--- src/hdl/sbba_pkg.sv ---
// Package for the slab bitmap block allocator.
// Holds the request and response payload types and status codes; no dependencies.
`default_nettype none
package sbba_pkg;

  typedef struct packed {
    logic       mode;
    logic [2:0] slab_index;
    logic [7:0] block_index;
  } req_t;

  typedef struct packed {
    logic       ok;
    logic [1:0] status;
    logic [2:0] out_slab;
    logic [7:0] out_block;
  } rsp_t;

  localparam logic       MODE_ALLOC = 1'b0;
  localparam logic       MODE_FREE  = 1'b1;

  localparam logic [1:0] ST_DONE      = 2'd0;
  localparam logic [1:0] ST_EXHAUSTED = 2'd1;
  localparam logic [1:0] ST_IGNORED   = 2'd2;
  localparam logic [1:0] ST_CORRUPT   = 2'd3;

  localparam logic [63:0] ALL_ONES = 64'hffff_ffff_ffff_ffff;

endpackage
`default_nettype wire

--- src/hdl/sbba_lsb.sv ---
// Lowest-clear-bit finder over one 64-bit map word, one register stage.
// Takes scoped names from sbba_pkg for nothing; standalone.
`default_nettype none
module sbba_lsb (
  input  wire logic        clk,
  input  wire logic [63:0] word,
  output logic      [5:0]  pos
);

  logic [63:0] inv;
  logic [5:0]  pos_comb;

  // Priority search over 64 clear bits, written as a two-level split.
  always_comb begin
    logic [7:0] grp_nz;
    logic [2:0] g;
    logic [7:0] sub;
    inv = ~word;
    g   = 3'd0;
    sub = 8'd0;
    for (int i = 0; i < 8; i++) begin
      grp_nz[i] = |inv[i*8 +: 8];
    end
    for (int i = 7; i >= 0; i--) begin
      if (grp_nz[i]) begin
        g = 3'(i);
      end
    end
    sub = inv[{g, 3'b000} +: 8];
    pos_comb = {g, 3'd0};
    for (int j = 7; j >= 0; j--) begin
      if (sub[j]) begin
        pos_comb = {g, 3'(j)};
      end
    end
  end

  always_ff @(posedge clk) begin
    pos <= pos_comb;
  end

endmodule
`default_nettype wire

--- src/hdl/slab_bitmap_block_allocator.sv ---
// Top level of the slab bitmap block allocator: sequencer, map memory and lists.
// Depends on sbba_pkg and sbba_lsb.
//
//  channel | valid     | ready     | payload
//  request | req_valid | req_ready | req  (sbba_pkg::req_t)
//  result  | rsp_valid | rsp_ready | rsp  (sbba_pkg::rsp_t)
//
// One request is in work at a time. An allocate reads and scans the map words
// in turn, up to four, until one is not all ones, then sets its lowest clear
// bit; when it first claims a fresh slab it writes all four map words first.
// A served free makes four word reads, a fullness check and the clearing write.
// A free of a full slab that is not at the head of the full list adds a walk
// along that list, one link a cycle. Refused requests go straight to the
// result. The next request can transfer in the cycle after the result does,
// and a stalled result holds the block. Reset clears the list heads and
// in-use bits at once; no clearing pass.
`default_nettype none
module slab_bitmap_block_allocator #(
  parameter int NUM_SLABS = 8
) (
  input  wire logic           clk,
  input  wire logic           rst,
  input  wire logic           req_valid,
  output logic                req_ready,
  input  wire sbba_pkg::req_t req,
  output logic                rsp_valid,
  input  wire logic           rsp_ready,
  output sbba_pkg::rsp_t      rsp
);

  localparam int SW  = $clog2(NUM_SLABS);
  localparam int LW  = SW + 1;
  localparam int AW  = SW + 2;
  localparam logic [LW-1:0] LNULL = LW'(NUM_SLABS);

  typedef enum logic [3:0] {
    S_IDLE, S_CLAIM, S_RD, S_SCAN, S_SET, S_FRD, S_FCHK, S_WALK, S_FCLR, S_RSP
  } state_t;

  state_t state;

  // Map memory, one 64-bit word per entry, read data registered.
  logic [63:0] mem [NUM_SLABS*4];
  logic [63:0] rdata;
  logic        we;
  logic [AW-1:0] waddr, raddr;
  logic [63:0] wdata;

  always_ff @(posedge clk) begin
    if (we) begin
      mem[waddr] <= wdata;
    end
    rdata <= mem[raddr];
  end

  logic [NUM_SLABS-1:0] in_use;
  logic [LW-1:0] links [NUM_SLABS];
  logic [LW-1:0] partial_head, full_head;
  // One flag per map word that is set when the word is all ones.
  logic [3:0]    wfull [NUM_SLABS];

  logic [SW-1:0] cur_slab;
  logic [1:0]    widx;
  logic [7:0]    blk;
  logic [3:0]    full_cnt;
  logic [LW-1:0] walk;
  logic [LW:0]   steps;
  logic [63:0]   word_hold;
  logic [5:0]    bitpos;
  logic          lsb_valid;

  sbba_lsb u_lsb (.clk(clk), .word(rdata), .pos(bitpos));

  // Lowest unused slab.
  logic [SW-1:0] free_slab;
  logic          any_free;
  always_comb begin
    free_slab = '0;
    any_free  = 1'b0;
    for (int i = NUM_SLABS - 1; i >= 0; i--) begin
      if (!in_use[i]) begin
        free_slab = SW'(i);
        any_free  = 1'b1;
      end
    end
  end

  function automatic logic [LW-1:0] lnk(input logic [LW-1:0] v);
    return (v < LNULL) ? v : LNULL;
  endfunction

  // The slab is full once the set word is all ones and every other word already was.
  logic [63:0] set_word;
  logic        becomes_full;
  always_comb begin
    set_word     = word_hold | (64'd1 << bitpos);
    becomes_full = (set_word == sbba_pkg::ALL_ONES) &&
                   (&(wfull[cur_slab] | (4'b0001 << widx)));
  end

  assign req_ready = (state == S_IDLE);

  // Memory port control. From the fullness check on, a free holds the target word on the read port.
  always_comb begin
    we    = 1'b0;
    waddr = {cur_slab, widx};
    wdata = set_word;
    raddr = {cur_slab, widx};
    unique case (state)
      S_CLAIM: begin
        we    = 1'b1;
        wdata = (widx == 2'd0) ? 64'd1 : 64'd0;
      end
      S_SET:  we = 1'b1;
      S_FCLR: begin
        we    = 1'b1;
        waddr = {cur_slab, blk[7:6]};
        raddr = {cur_slab, blk[7:6]};
        wdata = rdata & ~(64'd1 << blk[5:0]);
      end
      S_FCHK, S_WALK: raddr = {cur_slab, blk[7:6]};
      default: ;
    endcase
  end

  // Sequencer.
  always_ff @(posedge clk) begin
    if (rst) begin
      state        <= S_IDLE;
      in_use       <= '0;
      partial_head <= LNULL;
      full_head    <= LNULL;
      rsp_valid    <= 1'b0;
    end else begin
      unique case (state)
        S_IDLE: begin
          if (req_valid) begin
            blk      <= req.block_index;
            widx     <= 2'd0;
            full_cnt <= 4'd0;
            if (req.mode == sbba_pkg::MODE_ALLOC) begin
              if (partial_head < LNULL) begin
                cur_slab <= partial_head[SW-1:0];
                state    <= S_RD;
              end else if (any_free) begin
                cur_slab <= free_slab;
                state    <= S_CLAIM;
              end else begin
                rsp   <= '{1'b0, sbba_pkg::ST_EXHAUSTED, 3'd0, 8'd0};
                state <= S_RSP;
              end
            end else if (req.block_index == 8'd0 ||
                         int'(req.slab_index) >= NUM_SLABS ||
                         !in_use[SW'(req.slab_index)]) begin
              rsp   <= '{1'b0, sbba_pkg::ST_IGNORED, 3'd0, 8'd0};
              state <= S_RSP;
            end else begin
              cur_slab <= SW'(req.slab_index);
              state    <= S_FRD;
            end
          end
        end
        // Claim: write the fresh map word by word.
        S_CLAIM: begin
          widx <= widx + 2'd1;
          if (widx == 2'd3) begin
            in_use[cur_slab] <= 1'b1;
            links[cur_slab]  <= LNULL;
            wfull[cur_slab]  <= 4'b0000;
            partial_head     <= LW'(cur_slab);
            state            <= S_RD;
          end
        end
        S_RD: begin
          state <= S_SCAN;
        end
        S_SCAN: begin
          if (rdata != sbba_pkg::ALL_ONES) begin
            word_hold <= rdata;
            state     <= S_SET;
          end else if (widx == 2'd3) begin
            rsp   <= '{1'b0, sbba_pkg::ST_CORRUPT, 3'd0, 8'd0};
            state <= S_RSP;
          end else begin
            widx  <= widx + 2'd1;
            state <= S_RD;
          end
        end
        S_SET: begin
          wfull[cur_slab][widx] <= (set_word == sbba_pkg::ALL_ONES);
          if (becomes_full) begin
            partial_head    <= lnk(links[cur_slab]);
            links[cur_slab] <= full_head;
            full_head       <= LW'(cur_slab);
          end
          rsp   <= '{1'b1, sbba_pkg::ST_DONE, 3'(cur_slab), {widx, bitpos}};
          state <= S_RSP;
        end
        // Free: read all four words to learn fullness, then the target word.
        S_FRD: begin
          widx <= widx + 2'd1;
          if (widx != 2'd0 || full_cnt != 4'd0) begin
            full_cnt <= full_cnt + 4'((rdata == sbba_pkg::ALL_ONES) ? 1 : 0);
          end
          if (widx == 2'd3) begin
            state <= S_FCHK;
          end
        end
        S_FCHK: begin
          // rdata holds word 3 here; the target word arrives next cycle.
          if ((full_cnt + 4'((rdata == sbba_pkg::ALL_ONES) ? 1 : 0)) == 4'd4) begin
            if (full_head == LW'(cur_slab)) begin
              full_head       <= lnk(links[cur_slab]);
              links[cur_slab] <= partial_head;
              partial_head    <= LW'(cur_slab);
              state           <= S_FCLR;
            end else begin
              walk  <= full_head;
              steps <= '0;
              state <= S_WALK;
            end
          end else begin
            state <= S_FCLR;
          end
          full_cnt <= 4'd0;
        end
        S_WALK: begin
          if (steps >= (LW+1)'(NUM_SLABS) || walk >= LNULL) begin
            state <= S_FCLR;
          end else if (lnk(links[walk[SW-1:0]]) == LW'(cur_slab)) begin
            links[walk[SW-1:0]] <= lnk(links[cur_slab]);
            links[cur_slab]     <= partial_head;
            partial_head        <= LW'(cur_slab);
            state               <= S_FCLR;
          end else begin
            walk  <= lnk(links[walk[SW-1:0]]);
            steps <= steps + 1'b1;
          end
        end
        // The cleared word can no longer be all ones.
        S_FCLR: begin
          wfull[cur_slab][blk[7:6]] <= 1'b0;
          rsp   <= '{1'b1, sbba_pkg::ST_DONE, 3'd0, 8'd0};
          state <= S_RSP;
        end
        S_RSP: begin
          if (rsp_valid && rsp_ready) begin
            rsp_valid <= 1'b0;
            state     <= S_IDLE;
          end else begin
            rsp_valid <= 1'b1;
          end
        end
        default: state <= S_IDLE;
      endcase
    end
  end

  // Marks that the bit position for the set cycle comes from a scanned word.
  always_ff @(posedge clk) begin
    if (rst) begin
      lsb_valid <= 1'b0;
    end else begin
      lsb_valid <= (state == S_SCAN) && (rdata != sbba_pkg::ALL_ONES);
    end
  end

  assert property (@(posedge clk) disable iff (rst) rsp_valid |-> state == S_RSP)
    else $error("result valid outside response state");
  assert property (@(posedge clk) disable iff (rst)
    (state == S_SET) |-> lsb_valid)
    else $error("bit set without a scan result");
  assert property (@(posedge clk) disable iff (rst)
    (state == S_CLAIM) |-> !in_use[cur_slab])
    else $error("claiming a slab already in use");
  assert property (@(posedge clk) disable iff (rst)
    req_ready |-> !rsp_valid)
    else $error("request taken while a result is pending");

endmodule
`default_nettype wire

--- config.mk ---
export PLATFORM = sky130hd
export DESIGN_NAME = slab_bitmap_block_allocator
export DESIGN_NICKNAME = d
export VERILOG_FILES = /design/src/hdl/sbba_pkg.sv /design/src/hdl/sbba_lsb.sv /design/src/hdl/slab_bitmap_block_allocator.sv
export SDC_FILE = /design/constraint.sdc
export NUM_CORES = 2
export LEC_CHECK = 0
export BUFFER_PORTS_ARGS = -buffer_cell sky130_fd_sc_hd__buf_2
export CAP_MARGIN = 40
export CELL_PAD_IN_SITES_DETAIL_PLACEMENT = 2
export CELL_PAD_IN_SITES_GLOBAL_PLACEMENT = 2
export CORE_ASPECT_RATIO = 1.1
export CORE_UTILIZATION = 25
export DETAILED_ROUTE_END_ITERATION = 10
export PLACE_DENSITY = 0.5
export SYNTH_ARGS = -nofsm -noshare
export SYNTH_HDL_FRONTEND = slang
export SYNTH_SLANG_ARGS = --single-unit
--- constraint.sdc ---
create_clock -name clk -period 20.1 [get_ports clk]
set_clock_uncertainty 0.05 [all_clocks]
set_input_delay 3.015 -clock clk [delete_from_list [all_inputs] [get_ports clk]]
set_output_delay 3.015 -clock clk [all_outputs]
set_load 0.02 [all_outputs]
==> flow_summary.rst <==
.. list-table::
   :header-rows: 1

   * - Metric
     - Value
   * - Crit-path max FO
     - 96
   * - Maximum root-to-sink buffer count
     - 4
   * - Detailed-routing iteration count for the pre-antenna-repair pass
     - 6
   * - Share of synthesized area occupied by flip-flops and latches
     - 76.8%
   * - H-Tree Level Count
     - 4
   * - Count of final max-slew check failures
     - 0
   * - Fraction of the mapped netlist area in compound gates
     - 4.64%
   * - CP Data Required Time
     - 20.80 ns
   * - Combined global-route utilization of all metal layers
     - 17.0%
   * - Aggregate global routing overflow
     - 0
   * - Combined area of the multi-input logic cells
     - 0.0203 mm2
   * - Number of gates resized after CTS
     - 0
   * - Detail Placement HPWL
     - 172000 um
   * - Ratio of cells with drive above 1 in the final layout
     - approximately 28%
   * - Vias in the first global route
     - 50300
   * - Adder and majority cell fraction of the synthesized area
     - 0.0982%
   * - Cell Area, Synth
     - 0.0892 mm2
   * - Dominant cell type by count on the critical path
     - buf_12
   * - Setup crit start kind
     - register
   * - Clock insertion delay at the later pin of the skew report
     - around 0.9 ns
   * - Setup violations, final
     - 0
   * - Number of setup buffers added after CTS
     - 0
   * - Mean post-synth cell area
     - 20.9 um2
   * - Xor/xnor share of the synthesized area
     - less than 1%
   * - Time the final worst path needs with I/O delays and setup
     - 6.85 ns
   * - P_leak
     - 32.4 nW
   * - EDFF count, synth
     - 2216
   * - Worst path slowest cell
     - buf_4
   * - Global-route wire length before repair
     - 426000 um
   * - Num Clock Sinks
     - 2313
   * - Highest cell delay on the worst timing path
     - about 0.73 ns
   * - Clock tree from TritonCTS
     - yes
   * - Full die area
     - 0.359 mm2
   * - Fill cell total of the finished layout
     - 35400
   * - Number of warnings reported in the yosys synthesis log
     - 0
   * - Worst slew margin relative to its limit
     - about 34%
   * - Die extent in y
     - ~630 um
   * - Commonest cells after routing, fill and taps aside
     - 2216 x edfxtp_1, 536 x mux4_2, 261 x a22oi_1, 246 x clkbuf_16, 157 x buf_4
   * - Simple-gate area share of the yosys netlist
     - 2.78%
   * - Ratio of final minimum period to clock period
     - 34.1%
   * - Instance area after placement
     - between 0.09 and 0.1 mm2
   * - Detailed router's first-iteration violation count
     - 4460
   * - Setup CP Type
     - register to register
   * - Count of mapped cells out of synthesis
     - ~4300
   * - Min-Delay Path Class
     - register to register
   * - Data arrival time of the critical path
     - approximately 7.5 ns
   * - Unrepaired setup endpoints after global routing
     - false
   * - DRC violation count after routing
     - 0
   * - Post-detailed-route via-to-cell ratio
     - 4.96
   * - Commonest non-fill, non-tap cell in the layout
     - edfxtp_1
   * - Max capacitance violation total
     - 0
   * - Syn Nets
     - 4299
   * - Library cell with the largest summed area after synthesis
     - edfxtp_1
   * - Yosys top cell area share
     - 74.6%
   * - Dominant combinational cell family by area after synthesis
     - multiplexers
   * - Clock slew seen by the registers of the worst setup and hold paths
     - 0.06 ns
   * - Measured slew at the worst slew-check pin
     - 0.991 ns
   * - Global placer's final weighted congestion
     - 0.801
   * - Maximum vdd drop
     - 0.000134 V
   * - Flip-flop and latch area
     - 0.0685 mm2
   * - Async set-or-reset flop fraction in the synthesized netlist
     - 0%
   * - Peak clock frequency supported by timing
     - between 100 and 150 MHz
   * - CTS buffer count
     - between 200 and 250
   * - Ordered cell list for the critical path
     - inv_1 -> nor2_1 -> nand2_1 -> o21ai_0 -> nor2_1 -> a211oi_4 -> buf_12 -> buf_12 -> buf_4 -> buf_12 -> buf_4 -> buf_16 -> mux4_2 -> a22oi_1 -> nand4_1
   * - Final cell area excluding filler cells
     - about 0.11 mm2
   * - Average wire length per cell after detail routing
     - 32.6 um
   * - Final Hold Viols
     - 0
   * - Ports
     - 32
   * - Crit. End Element
     - register
   * - Multiplexer fraction of the synthesized cell area
     - 14.4%
   * - Count of vias placed by the detailed router
     - 47000
   * - Placeable core area
     - 0.354 mm2
   * - CTS Root Buffer Type
     - clkbuf_16
   * - Final routed wirelength across all metal layers
     - 310000 um
   * - Count of buffers from port buffering
     - 31
   * - Result of the run
     - completed
   * - Area growth syn-to-layout
     - 18.7%
   * - Number of nets in the layout
     - 4577
   * - Final antenna-violating net count
     - 0
   * - Register bit total from synthesis
     - ~2300
   * - Pin count of the biggest net entering global routing
     - ~130
   * - Setup TNS
     - 0 ns
   * - Initial antenna violation count
     - 19
   * - Main flop type after synthesis
     - edfxtp_1
   * - Initial standard-cell utilization of the core
     - 25.2%
   * - Biggest area contributors in the synthesized netlist
     - edfxtp_1 75%, mux4_2 14%, a22oi_1 2.2%
   * - Number of hold buffers added after CTS
     - 0
   * - Total number of placement rows
     - 229
   * - Die width
     - 571 um
   * - Power density relative to cell area
     - 141 mW/mm2
   * - Number of distinct library cells after synthesis
     - 78
[worst max-delay path, delay by kind of cell, from the launching register on]
family	cells	cell delay (ns)
flip-flops	1	0.61
buffers and inverters	7	3.32
AO/OA/AOI/OAI	3	0.67
AND/OR/NAND/NOR	4	0.98
multiplexers	1	0.54
[final timing paths]
check	from	endpoint	slack, ns	cells after the start
worst max-delay path	state[2]	rdata[10]	13.26	15
worst min-delay path	in_use[7]	in_use[7]	0.47	1
worst min register to register	in_use[7]	in_use[7]	0.47	1
worst max register to register	state[2]	rdata[10]	13.26	15
[final cells by class]
cell class / instances / area share (%)
inverter: 25 / 0.0886
clock buffer: 348 / 6.42
antenna: 4 / 0.00945
multi-input combinational: 1695 / 19.2
clock inverter: 96 / 0.907
tap: 4735 / 5.59
sequential: 2313 / 64.7
timing repair buffer: 277 / 3.11
[power by group]
group          internal (mW)  leakage (nW)  switching, mW
sequential              6.18          20.9          0.299
clock                   2.57          3.76           1.93
combinational           1.57          7.70           2.40
[stage by stage]
| step | instances | setup slack (ns) | hold slack, ns | utilization, % | power (mW) |
|---|---|---|---|---|---|
| floorplan | 4276 | 9.84 | 0.389 | - | 8.94 |
| global placement | 8965 | 12.97 | 0.445 | 27.2 | 10.4 |
| detailed placement | 9045 | 13.14 | 0.461 | 27.7 | 10.6 |
| CTS | 9489 | 13.15 | 0.473 | 29.9 | 15.2 |
| global route | 9490 | 12.51 | 0.488 | 29.9 | 15.5 |
| finish | 9493 | 13.26 | 0.467 | 29.9 | 15.0 |
[cell usage after synthesis (6+ instances only)]
cell type	n
o31ai_1	8
buf_1	11
and2_1	13
clkbuf_1	178
or4_1	7
nand3b_1	6
nor2b_1	15
nand2b_1	11
nor2_1	116
a31oi_1	25
mux2i_1	26
a211oi_1	11
buf_2	51
nand3_1	29
or2_2	11
o211ai_1	6
or3_1	9
o22ai_1	57
ha_1	7
dfxtp_1	97
mux2_2	32
o2bb2ai_1	8
inv_1	24
nand2_1	76
a22oi_1	261
a21o_1	14
mux4_2	536
nand4_1	87
xnor2_1	7
and3_1	8
o21ai_0	104
nor3_1	34
a21oi_1	58
nor4_1	17
edfxtp_1	2216
xor2_1	6
[registers in the layout, summed over array words and instances, names as in the netlist, named ones only]
signal,cells
walk,4
cur_slab,3
mem,2048
rdata,64
full_head,4
state,4
rsp,14
u_lsb.pos,6
blk,8
links,32
wfull,32
rsp_valid,1
widx,2
in_use,8
partial_head,4
steps,5
word_hold,64
full_cnt,4
[cell families (layout without fill, tap and decap cells)]
logic type / Yosys count / after routing
AO/OA/AOI/OAI: 607 / 607
other: 0 / 4
buffers and inverters: 268 / 746
XOR/XNOR: 13 / 13
multiplexers: 600 / 600
adder cells (fa/ha/maj): 7 / 7
AND/OR/NAND/NOR: 468 / 468
flip-flops: 2313 / 2313
[metal layers]
metal	part of all wire (%)	vias up	track usage, %
li1	-	18800	-
met1	43	26600	22.7
met2	50	1268	29.3
met3	4.4	381	2.12
met4	2.1	2	3.73
met5	0.0042	-	0
Power figures use the tool's default switching activity.
